### src/hw/rtl/mcb_pkg.sv
`timescale 1ns / 1ps
// ----------------------------------------------------------------------------
// mcb_pkg
// shared types, codes and the cell combine function for the masked cell
// blitter
// ----------------------------------------------------------------------------
package mcb_pkg;

    localparam int FRAME_CELLS_DEFAULT = 2048;

    localparam int CFG_INDEX_W = 3;
    localparam int CFG_DATA_W  = 9;
    localparam int ROW_BASE_W  = 17;
    localparam int COL_W       = 8;
    localparam int IDX_W       = 18;
    localparam int FRAME_IDX_W = 16;

    localparam logic [CFG_INDEX_W-1:0] REG_FRAME_WIDTH  = 3'd0;
    localparam logic [CFG_INDEX_W-1:0] REG_SPRITE_WIDTH = 3'd1;
    localparam logic [CFG_INDEX_W-1:0] REG_ORIGIN_X     = 3'd2;
    localparam logic [CFG_INDEX_W-1:0] REG_ORIGIN_Y     = 3'd3;
    localparam logic [CFG_INDEX_W-1:0] REG_BLIT_MODE    = 3'd4;

    localparam logic [1:0] MODE_PUT = 2'd0;
    localparam logic [1:0] MODE_AND = 2'd1;
    localparam logic [1:0] MODE_OR  = 2'd2;
    localparam logic [1:0] MODE_GET = 2'd3;

    localparam logic [8:0] FRAME_WIDTH_RESET  = 9'd64;
    localparam logic [8:0] SPRITE_WIDTH_RESET = 9'd8;
    localparam logic [8:0] SPRITE_WIDTH_MAX   = 9'd256;
    localparam logic [7:0] MASK_CLEAR         = 8'h00;

    typedef struct packed {
        logic [7:0] color;
        logic [7:0] chr;
        logic [7:0] mask;
    } cell_t;

    typedef struct packed {
        logic [8:0]            frame_width;
        logic [8:0]            sprite_width;
        logic [ROW_BASE_W-1:0] origin_base;
        logic [1:0]            blit_mode;
    } cfg_t;

    function automatic cell_t blend_cell(input cell_t frame, input cell_t sprite,
                                         input logic [1:0] mode);
        cell_t res;
        res = frame;
        unique case (mode)
            MODE_PUT: res = sprite;
            MODE_AND: res.mask = frame.mask & sprite.mask;
            MODE_OR:
            begin
                res.mask = frame.mask | sprite.mask;
                if (res.mask == MASK_CLEAR)
                begin
                    res.color = sprite.color;
                    res.chr   = sprite.chr;
                end
            end
            default: res = frame;
        endcase
        return res;
    endfunction

endpackage

### src/hw/rtl/mcb_cfg_regs.sv
`timescale 1ns / 1ps
// ----------------------------------------------------------------------------
// mcb_cfg_regs
// configuration registers; keeps the origin base address up to date on
// every write and clamps the sprite width
// ----------------------------------------------------------------------------
module mcb_cfg_regs (
    input  logic                               clk,
    input  logic                               rst_n,
    input  logic                               wr_en,
    input  logic [mcb_pkg::CFG_INDEX_W-1:0]    wr_index,
    input  logic [mcb_pkg::CFG_DATA_W-1:0]     wr_data,
    output mcb_pkg::cfg_t                      cfg
);
    import mcb_pkg::*;

    logic [8:0]            frame_width_reg,  frame_width_next;
    logic [8:0]            sprite_width_reg, sprite_width_next;
    logic [7:0]            origin_x_reg,     origin_x_next;
    logic [7:0]            origin_y_reg,     origin_y_next;
    logic [1:0]            blit_mode_reg,    blit_mode_next;
    logic [ROW_BASE_W-1:0] origin_base_reg,  origin_base_next;
    logic [8:0]            sprite_eff;

    always_comb
    begin
        frame_width_next  = frame_width_reg;
        sprite_width_next = sprite_width_reg;
        origin_x_next     = origin_x_reg;
        origin_y_next     = origin_y_reg;
        blit_mode_next    = blit_mode_reg;
        if (wr_en)
        begin
            unique case (wr_index)
                REG_FRAME_WIDTH:  frame_width_next  = wr_data;
                REG_SPRITE_WIDTH: sprite_width_next = wr_data;
                REG_ORIGIN_X:     origin_x_next     = wr_data[7:0];
                REG_ORIGIN_Y:     origin_y_next     = wr_data[7:0];
                REG_BLIT_MODE:    blit_mode_next    = wr_data[1:0];
                default:          frame_width_next  = frame_width_reg;
            endcase
        end
        origin_base_next = ROW_BASE_W'(origin_y_next) * ROW_BASE_W'(frame_width_next)
                         + ROW_BASE_W'(origin_x_next);
    end

    always_ff @(posedge clk or negedge rst_n)
    begin
        if (!rst_n)
        begin
            frame_width_reg  <= FRAME_WIDTH_RESET;
            sprite_width_reg <= SPRITE_WIDTH_RESET;
            origin_x_reg     <= '0;
            origin_y_reg     <= '0;
            blit_mode_reg    <= MODE_PUT;
            origin_base_reg  <= '0;
        end
        else
        begin
            frame_width_reg  <= frame_width_next;
            sprite_width_reg <= sprite_width_next;
            origin_x_reg     <= origin_x_next;
            origin_y_reg     <= origin_y_next;
            blit_mode_reg    <= blit_mode_next;
            origin_base_reg  <= origin_base_next;
        end
    end

    // zero acts as one, anything above the max acts as the max
    always_comb
    begin
        if (sprite_width_reg == '0)
            sprite_eff = 9'd1;
        else if (sprite_width_reg > SPRITE_WIDTH_MAX)
            sprite_eff = SPRITE_WIDTH_MAX;
        else
            sprite_eff = sprite_width_reg;
    end

    assign cfg.frame_width  = frame_width_reg;
    assign cfg.sprite_width = sprite_eff;
    assign cfg.origin_base  = origin_base_reg;
    assign cfg.blit_mode    = blit_mode_reg;

endmodule

### config.mk
export PLATFORM = sky130hd
export DESIGN_NAME = mcb_cfg_regs
export DESIGN_NICKNAME = d
export VERILOG_FILES = /design/src/hw/rtl/mcb_pkg.sv /design/src/hw/rtl/mcb_cfg_regs.sv
export SDC_FILE = /design/constraint.sdc
export NUM_CORES = 1
export LEC_CHECK = 0
export BUFFER_PORTS_ARGS = -buffer_cell sky130_fd_sc_hd__buf_2
export CAP_MARGIN = 20
export CORE_ASPECT_RATIO = 1.1
export CORE_UTILIZATION = 38
export CTS_CLUSTER_SIZE = 12
export DETAILED_ROUTE_END_ITERATION = 10
export PLACE_DENSITY = 0.7
export SETUP_SLACK_MARGIN = 0.2
export SLEW_MARGIN = 0
export SYNTH_ARGS = -nofsm -noshare
export SYNTH_HDL_FRONTEND = slang
export SYNTH_SLANG_ARGS = --single-unit
### constraint.sdc
create_clock -name clk -period 4.7 [get_ports clk]
set_input_delay 0.94 -clock clk [delete_from_list [all_inputs] [get_ports clk]]
set_output_delay 0.94 -clock clk [all_outputs]
set_load 0.1 [all_outputs]
==> impl_metrics.csv, run 1 <==
group,metric,value,unit
route,via_count,3586,
synth,synth-adder-area-share,0.3302,
floorplan,core,11490,µm²
worst_setup_path,crit_type,"in -> reg",
synth,synth_xor_area_frac,0.01371,
synth,synth-main-ff-cell,"dfrtp_1",
floorplan,dieArea,12210,µm²
timing,drv_slew,0,
cts,clk_path_buf_depth,2,
worst_setup_path,worstPathCellList,"buf_8 > nor2b_4 > nor3b_4 > buf_6 > mux2i_4 > inv_2 > nand2_2 > fa_1 > fa_1 > inv_1 > fa_1 > inv_1 > fa_1 > inv_2 > ha_4 > and2_4 > a221oi_4 > a21boi_4 > or4_4 > o211ai_2",
floorplan,die_y,115.8,µm
global_routing,grt_max_degree,54,
synth,synth_commonest_cells,"inv_1, nor2_1, dfrtp_1",
route,vias_per_cell,4.756,
synth,synth_fp_nets,544,
timing,rsz0062_at_grt,"true",
synth,syn_area,4472,µm²
synth,syn_avg_cell_area,10.14,µm²
synth,syn_inst,441,
worst_setup_path,reg2reg_slack,0.33,ns
cts,postCtsHoldBufs,0,
timing,fmax,191.6,MHz
floorplan,rows,41,
synth,synthSimpleGateAreaFrac,0.1226,
worst_setup_path,r2r_cells,16,
route,drc_errors,0,
synth,synth_seq_cells,53,
global_routing,grt_pass1_vias,3850,
cts,clk_latency,0.30,ns
cts,cts_buffers,5,
synth,ys_types,52,
timing,whs,0.5054,ns
route,drtIter0Drc,77,
cts,clock-sinks,53,
floorplan,boundaryPins,52,
route,drt-total-wl,10610,µm
synth,synth_top_area_share,0.2854,
route,wire_per_inst,14.07,µm
finish,drive_gt1_frac,0.4421,
timing,worst_slew_pin_slew,0.6925,ns
timing,layout_setup_ws,-0.5193,ns
synth,synth_edf_count,0,
global_routing,grt_usage,0.1900,
worst_setup_path,endpoint_kind,"register",
placed_design,io_buffers,51,
cts,cts.reportedPaths.clkPinSlew,0.08,ns
worst_setup_path,max_stage_delay,0.50,ns
finish,syn2layout_area_growth,41.52,%
worst_setup_path,reg2reg_to,"origin_base_reg[14]$_DFF_PN0_",
worst_setup_path,crit_start,"wr_index[2]",
synth,synth_top_family_by_area,"adder cells",
cts,ctsHtreeMaxLevel,2,
synth,async_reset_ff_frac,1.000,
placed_design,hpwl,8590,µm
run_status,violations,"negative setup slack",
synth,yosysWarnings,0,
timing,finalHoldViolCount,0,
finish,largest_register_ffs,17,
synth,synth_most_common_cell,"inv_1",
route,antenna_left,0,
timing,period_share,1.110,
worst_setup_path,critPathSlowestCell,"fa_1",
synth,synthMuxAreaShare,0.09261,
worst_setup_path,cpMostUsedCell,"fa_1",
timing,period_minus_slack,5.219,ns
worst_setup_path,cp.required,4.93,ns
synth,synth_compound_area_frac,0.06100,
timing,relSlewSlack,0.5383,
worst_setup_path,cp-start-kind,"input port",
synth,seq_area_frac_synth,0.2971,
finish,fin_nets,706,
floorplan,die_w,105.4,µm
global_routing,grt_pass1_wl,18170,µm
worst_hold_path,hp-class,"reg -> reg",
timing,fin_skew,0.009968,ns
worst_setup_path,cp_max_fo,4,
cts,root_buffer,"clkbuf_16",
cts,cts_tree,"done",
synth,synth_area_leaders,"dfrtp_1, fa_1, ha_1",
job,cap_violations,0,
worst_setup_path,setup.worst_path.end,"origin_base_reg[14]$_DFF_PN0_",
global_routing,antenna_found_initial,0,
placed_design,gp_congestion,0.9491,
floorplan,initial_utilization,0.3892,
global_routing,globalRouteOverflowTotal,0,
worst_setup_path,rr_startpoint,"origin_y_reg[6]$_DFF_PN0_",
route,dr.pass1.iters,4,
synth,yosysTopAreaCell,"dfrtp_1",
timing,finalSetupViolations,10,
worst_setup_path,crit_arrival,5.45,ns
run_status,outcome,"finished with violations",
finish,n_antenna_cell,0,
worst_hold_path,hold_start,"origin_x_reg[0]$_DFF_PN0_",
==> timing repair <==
item | CTS | global route
endpoints found under the setup margin | 12 | 13
setup buffers | 12 | 1
resized for setup | 37 | 20
hold endpoints to repair | 0 | 0
pin swaps | 31 | 12
==> worst min path at each step <==
| stage | endpoint | cells past startpoint |
|---|---|---|
| floorplan | sprite_width_reg[0]$_DFFE_PN0P_ | 1 |
| global placement | sprite_width_reg[0]$_DFFE_PN0P_ | 1 |
| CTS | sprite_width_reg[0]$_DFFE_PN0P_ | 1 |
| finish | origin_x_reg[0]$_DFF_PN0_ | 1 |
| global route | origin_x_reg[0]$_DFF_PN0_ | 1 |
| detailed placement | sprite_width_reg[0]$_DFFE_PN0P_ | 1 |
==> cells by family (layout without fill, tap and decap cells) <==
kind of cell	count (synthesis)	count (layout)
AOI/OAI and AO/OA	39	39
xor gates and xnor gates	7	7
adders and majority gates	88	88
buffers and inverters	98	261
DFF	53	53
muxes	37	37
and+or+nand+nor	119	119
==> worst max-delay path: cells and delay by family <==
kind / cells / cell delay [ns]
compound gates: 3 / 0.48
fa+ha+maj: 5 / 2.13
buf+inv: 6 / 0.53
mux: 1 / 0.30
simple gates: 5 / 1.06
==> routing by layer <==
| metal | wire (µm) | global-route usage | vias up |
|---|---|---|---|
| li1 | - | - | 1715 |
| met1 | 4513 | 0.2333 | 1789 |
| met2 | 5611 | 0.3513 | 67 |
| met3 | 325 | 0.02868 | 15 |
| met4 | 155 | 0.04695 | 0 |
| met5 | 0 | 0 | - |
==> cell usage in the layout, fill, tap and decap left out, types with 4 or more instances in the layout <==
cell	count
clkbuf_16	5
ha_4	5
mux2_2	4
nor2_1	42
ha_1	32
buf_2	49
a21oi_2	5
mux2_1	10
nand2_2	7
dfrtp_1	51
buf_6	11
mux2i_2	6
inv_2	24
buf_4	96
mux2i_1	8
a21oi_1	8
nor2_2	9
nor3_1	6
fa_1	47
nor2b_1	11
mux2i_4	9
inv_1	70
nand2_1	22
==> layout make-up <==
cell class	instances	area, µm²
fill	990	5162
multi-input combinational	290	3164
sequential	53	1329
timing repair buffer	159	1145
inverter	94	352.8
tap	150	187.7
clock buffer	5	125.1
clock inverter	3	25.02
==> stage by stage <==
stage / utilization / worst slack, ns / instances / cell area, µm² / setup TNS (ns)
6_report: 0.5507 / -0.5193 / 754 / 6329 / -4.061
5_1_grt: 0.5507 / -0.6976 / 754 / 6329 / -6.007
4_1_cts: 0.5426 / -0.4965 / 753 / 6235 / -4.092
3_5_place_dp: 0.5101 / -0.9776 / 733 / 5862 / -8.479
3_3_place_gp: 0.5101 / -0.8937 / 733 / 5862 / -7.579
2_1_floorplan: - / -0.5598 / 441 / 4698 / -3.359
Power of run 1 is not shown: default switching activity piles up to over one toggle a cycle in this logic, so the estimate is an artifact.
==> run 2: changes to the inputs <==
--- a/config.mk
+++ b/config.mk
@@ -5,13 +5,13 @@
 export SDC_FILE = /design/constraint.sdc
 export NUM_CORES = 1
 export LEC_CHECK = 0
-export BUFFER_PORTS_ARGS = -buffer_cell sky130_fd_sc_hd__buf_2
 export CAP_MARGIN = 20
 export CORE_ASPECT_RATIO = 1.1
 export CORE_UTILIZATION = 38
 export CTS_CLUSTER_SIZE = 12
 export DETAILED_ROUTE_END_ITERATION = 10
-export PLACE_DENSITY = 0.7
+export DONT_BUFFER_PORTS = 1
+export PLACE_DENSITY = 0.66
 export SETUP_SLACK_MARGIN = 0.2
 export SLEW_MARGIN = 0
 export SYNTH_ARGS = -nofsm -noshare
==> run 2 against run 1 <==
  * The flow still finishes with violations (negative setup slack)
  * Sequential share of layout area grew 0.72 points
  * Clock skew grew 0.0031 ns
  * Register-to-register slack gained 0.03 ns
  * Design area shrank 3.3%
  * Core utilization shrank 1.8 points
  * Non-clock buffer count shrank 51
  * Fmax grew 1.8%
  * Critical path depth is the same
  * Via count shrank 5.1%
  * Worst hold slack lost 0.18 ns
  * Sequential cell count is the same
==> impl_metrics.csv, run 2 (synthesized netlist as in run 1, its figures left out) <==
group,metric,value,unit
run_status,outcome,"finished with violations",
run_status,violations,"negative setup slack",
global_routing,grt_pass1_wl,17630,µm
finish,syn2layout_area_growth,36.82,%
cts,root_buffer,"clkbuf_16",
timing,layout_setup_ws,-0.4273,ns
floorplan,boundaryPins,52,
global_routing,grt_max_degree,54,
route,dr.pass1.iters,4,
timing,worst_slew_pin_slew,1.061,ns
placed_design,placed_cells,680,
finish,instances_no_fill,703,
floorplan,die_y,115.8,µm
timing,whs,0.3214,ns
placed_design,io_buffers,0,
cts,ctsHtreeMaxLevel,2,
finish,design_area,6118,µm²
worst_setup_path,cpMostUsedCell,"fa_1",
floorplan,core,11490,µm²
timing,finalHoldViolCount,0,
cts,clk_path_buf_depth,2,
worst_hold_path,hp-class,"in -> async",
worst_setup_path,cp-start-kind,"input port",
finish,fin_nets,655,
worst_setup_path,max_stage_delay,0.51,ns
timing,relSlewSlack,0.2893,
timing,period_minus_slack,5.127,ns
worst_setup_path,cp.required,4.93,ns
worst_setup_path,crit_type,"in -> reg",
global_routing,grt.busiest_layer,"met2",
route,drc_errors,0,
timing,period_share,1.091,
job,cap_violations,0,
worst_setup_path,critPathSlowestCell,"fa_1",
route,drtIter0Drc,98,
placed_design,gp_congestion,0.8884,
global_routing,grtUsageMet2,0.3443,
cts,cts.reportedPaths.clkPinSlew,0.08,ns
route,vias_per_cell,4.842,
finish,largest_register_ffs,17,
finish,final_cell_mix,"buf_4, inv_1, dfrtp_1, fa_1, nor2_1",
global_routing,met3_usage,0.02925,
worst_setup_path,cp_max_fo,4,
floorplan,die_w,105.4,µm
floorplan,dieArea,12210,µm²
global_routing,globalRouteOverflowTotal,0,
route,via_count,3404,
timing,fmax,195.0,MHz
timing,finalSetupViolations,10,
cts,clk_latency,0.30,ns
timing,rsz0062_at_grt,"true",
cts,cts_buffers,5,
finish,drive_gt1_frac,0.4141,
route,drt-total-wl,10400,µm
cts,clock-sinks,53,
worst_setup_path,crit_arrival,5.36,ns
placed_design,dpl-instance-area,5612,µm²
cts,cts_tree,"done",
global_routing,antenna_found_initial,0,
floorplan,initial_utilization,0.3892,
worst_setup_path,worstPathCellList,"nor2b_4 > nor3b_4 > buf_4 > buf_8 > mux2i_4 > inv_2 > nand2_2 > fa_1 > fa_1 > inv_1 > fa_1 > inv_1 > fa_1 > inv_2 > ha_4 > and2_4 > a221oi_4 > a21boi_4 > or4_4 > o211ai_2",
global_routing,grt_usage,0.1852,
finish,final_common_cell,"buf_4",
worst_setup_path,endpoint_kind,"register",
global_routing,gr-usage-met1,0.2216,
finish,n_antenna_cell,0,
route,wire_per_inst,14.80,µm
global_routing,grt_pass1_vias,3693,
floorplan,rows,41,
timing,fin_skew,0.01306,ns
placed_design,hpwl,8448,µm
timing,drv_slew,0,
route,antenna_left,0,
## run 2: through the flow
step | setup TNS [ns] | utilization | setup WS, ns
6_report | -3.077 | 0.5324 | -0.4273
5_1_grt | -4.389 | 0.5324 | -0.5504
2_1_floorplan | -3.359 | - | -0.5598
3_5_place_dp | -6.844 | 0.4883 | -0.8390
4_1_cts | -2.973 | 0.5143 | -0.3836
3_3_place_gp | -6.109 | 0.4883 | -0.7816
## run 2: repair_timing
item	CTS	global route
gates resized for setup	21	44
hold buffers	0	0
setup buffers	8	7
pin swaps	12	37
endpoints found under the hold margin	0	0
endpoints found under the setup margin	11	12
## run 2: worst paths after layout
| kind | startpoint | to | slack (ns) | depth (start not counted) |
|---|---|---|---|---|
| hold reg to reg | sprite_width_reg[0]$_DFFE_PN0P_ | sprite_width_reg[0]$_DFFE_PN0P_ | 0.49 | 1 |
| setup / recovery | wr_en | origin_base_reg[14]$_DFF_PN0_ | -0.43 | 20 |
| hold / removal | rst_n | origin_base_reg[16]$_DFF_PN0_ | 0.32 | 0 |
| setup reg to reg | frame_width_reg[6]$_DFF_PN1_ | origin_base_reg[14]$_DFF_PN0_ | 0.36 | 16 |
| max in group asynchronous | rst_n | sprite_width_reg[3]$_DFFE_PN1P_ | 4.19 | 0 |
| min in group clk | sprite_width_reg[0]$_DFFE_PN0P_ | sprite_width_reg[0]$_DFFE_PN0P_ | 0.49 | 1 |
## run 2: area by class of cell
class | count | area [µm²]
fillers | 1048 | 5373
multi-input cells | 290 | 3213
flip-flops and latches | 53 | 1329
repair buffers | 108 | 884.6
inverters | 94 | 352.8
well taps | 150 | 187.7
clock buffers | 5 | 125.1
clock inverters | 3 | 26.28
## run 2: layer usage
metal / up-vias / share of wire
met2: 70 / 0.53
met3: 15 / 0.035
met5: - / 0
met4: 0 / 0.018
li1: 1617 / -
met1: 1702 / 0.42
## run 2: critical path, delay by kind of cell
kind | cells | cell delay (ns)
buffers and inverters | 6 | 0.53
AO/OA/AOI/OAI | 3 | 0.49
AND/OR/NAND/NOR | 5 | 1.00
adder cells (fa/ha/maj) | 5 | 2.12
multiplexers | 1 | 0.27
Power of run 2 is left out for the same reason.
==> run 3: changes to the inputs <==
--- a/config.mk
+++ b/config.mk
@@ -11,7 +11,7 @@
 export CTS_CLUSTER_SIZE = 12
 export DETAILED_ROUTE_END_ITERATION = 10
 export DONT_BUFFER_PORTS = 1
-export PLACE_DENSITY = 0.66
+export PLACE_DENSITY_LB_ADDON = 0.05
 export SETUP_SLACK_MARGIN = 0.2
 export SLEW_MARGIN = 0
 export SYNTH_ARGS = -nofsm -noshare
==> run 3 against run 2 <==
  * The flow still finishes with violations (negative setup slack)
  * Critical path depth unchanged
  * First-iteration DRC count up 7.1%
  * Via count down 0.24%
  * Global-route usage down 0.75 points
  * Fmax down 0.37%
  * Sequential cell count unchanged
  * Sequential share of layout area up 0.17 points
  * Count of clock-buffer cells in the layout unchanged
  * Register-to-register slack about the same
  * Critical endpoint unchanged
  * Largest cell class unchanged
==> impl_metrics.csv, run 3 (synthesized netlist as in run 1, its figures left out) <==
group,metric,value,unit
timing,relSlewSlack,0.2872,
route,wire_per_inst,14.50,µm
cts,cts_tree,"done",
worst_hold_path,hp-class,"in -> async",
cts,postCtsHoldBufs,0,
placed_design,io_buffers,0,
worst_setup_path,crit_type,"in -> reg",
global_routing,grt_usage,0.1777,
floorplan,core,11490,µm²
timing,period_share,1.095,
finish,n_antenna_cell,0,
global_routing,grt_max_degree,54,
job,cap_violations,0,
timing,finalSetupViolations,10,
finish,syn2layout_area_growth,35.79,%
floorplan,die_w,105.4,µm
floorplan,dieArea,12210,µm²
timing,worst_slew_pin_slew,1.064,ns
route,drc_errors,0,
route,antenna_left,0,
global_routing,grt_pass1_vias,3480,
finish,final_common_cell,"buf_4",
timing,drv_slew,0,
cts,ctsHtreeMaxLevel,2,
global_routing,antenna_found_initial,0,
placed_design,gp_congestion,0.8261,
route,drtIter0Drc,105,
timing,fin_skew,0.007046,ns
cts,clock-sinks,53,
cts,cts_buffers,5,
cts,cts.reportedPaths.clkPinSlew,0.08,ns
route,drt-total-wl,10280,µm
placed_design,hpwl,8315,µm
floorplan,boundaryPins,52,
finish,final_cell_mix,"buf_4, inv_1, dfrtp_1, fa_1, nor2_1",
timing,layout_setup_ws,-0.4462,ns
floorplan,rows,41,
global_routing,grt_pass1_wl,16800,µm
finish,instances_no_fill,709,
worst_setup_path,endpoint_kind,"register",
timing,period_minus_slack,5.146,ns
timing,rsz0062_at_grt,"true",
cts,clk_latency,0.30,ns
finish,fin_nets,661,
cts,clk_path_buf_depth,2,
worst_setup_path,crit_arrival,5.37,ns
run_status,outcome,"finished with violations",
timing,final.setup.tns,-3.331,ns
worst_setup_path,cp-start-kind,"input port",
finish,drive_gt1_frac,0.3882,
global_routing,globalRouteOverflowTotal,0,
worst_setup_path,cp_max_fo,6,
route,dr.pass1.iters,4,
finish,fillers,1070,
floorplan,initial_utilization,0.3892,
route,via_count,3396,
worst_setup_path,cp.required,4.93,ns
timing,fmax,194.3,MHz
cts,root_buffer,"clkbuf_16",
run_status,violations,"negative setup slack",
finish,utilization,0.5284,
placed_design,placed_cells,687,
route,vias_per_cell,4.790,
finish,largest_register_ffs,17,
floorplan,die_y,115.8,µm
timing,finalHoldViolCount,0,
timing,whs,0.3283,ns
==> run 3: changes by cell type in the layout (fill, tap and decap cells not counted), sizes merged <==
| cell | change |
|---|---|
| buf | +6 |
| clkinv | +3 |
| inv | -1 |
| clkinvlp | -2 |
==> run 3: layout make-up <==
| type | instances | area (µm²) | area share |
|---|---|---|---|
| timing repair buffer | 114 | 919.6 | 0.1515 |
| clock buffer | 5 | 125.1 | 0.02061 |
| multi-input combinational | 290 | 3136 | 0.5164 |
| clock inverter | 3 | 22.52 | 0.003709 |
| inverter | 94 | 352.8 | 0.05811 |
| tap | 150 | 187.7 | 0.03091 |
| sequential | 53 | 1329 | 0.2188 |
==> run 3: worst max-delay path: stages <==
cell	delay, ns
nor2b_4	0.12
nor3b_4	0.26
buf_6	0.15
buf_16	0.13
mux2i_4	0.33
inv_2	0.08
nand2_2	0.07
fa_1	0.40
fa_1	0.49
inv_1	0.05
fa_1	0.47
inv_1	0.05
fa_1	0.49
inv_2	0.04
ha_4	0.22
and2_4	0.15
a221oi_4	0.28
a21boi_4	0.11
or4_4	0.42
o211ai_2	0.08
==> run 3: per-layer routing <==
layer | global-route usage | share of wire
met3 | 0.02193 | 0.022
met1 | 0.2338 | 0.45
met4 | 0.04413 | 0.0099
met5 | 0 | 0
met2 | 0.3127 | 0.52
==> run 3: repair_timing <==
action,4_1_cts,5_1_grt
pin swaps,14,14
setup buffers,9,4
setup endpoints to repair,11,13
cloned,1,0
gates resized for setup,24,10
==> run 3: through the flow <==
step                setup slack (ns)  area [µm²]
floorplan                    -0.5598        4698
global placement             -0.7804        5664
detailed placement           -0.8257        5664
CTS                          -0.4234        5995
global route                 -0.6215        6072
finish                       -0.4462        6072
==> run 3: path summary, 6_finish.rpt <==
path | end | slack [ns] | start | cells after the start
max | origin_base_reg[14]$_DFF_PN0_ | -0.45 | wr_en | 20
min | origin_base_reg[9]$_DFF_PN0_ | 0.33 | rst_n | 0
max reg2reg | origin_base_reg[14]$_DFF_PN0_ | 0.36 | frame_width_reg[6]$_DFF_PN1_ | 16
min reg2reg | sprite_width_reg[8]$_DFFE_PN0P_ | 0.49 | sprite_width_reg[8]$_DFFE_PN0P_ | 1
max in group asynchronous | frame_width_reg[6]$_DFF_PN1_ | 4.17 | rst_n | 0
min in group clk | sprite_width_reg[8]$_DFFE_PN0P_ | 0.49 | sprite_width_reg[8]$_DFFE_PN0P_ | 1
Power of run 3 is left out for the same reason.
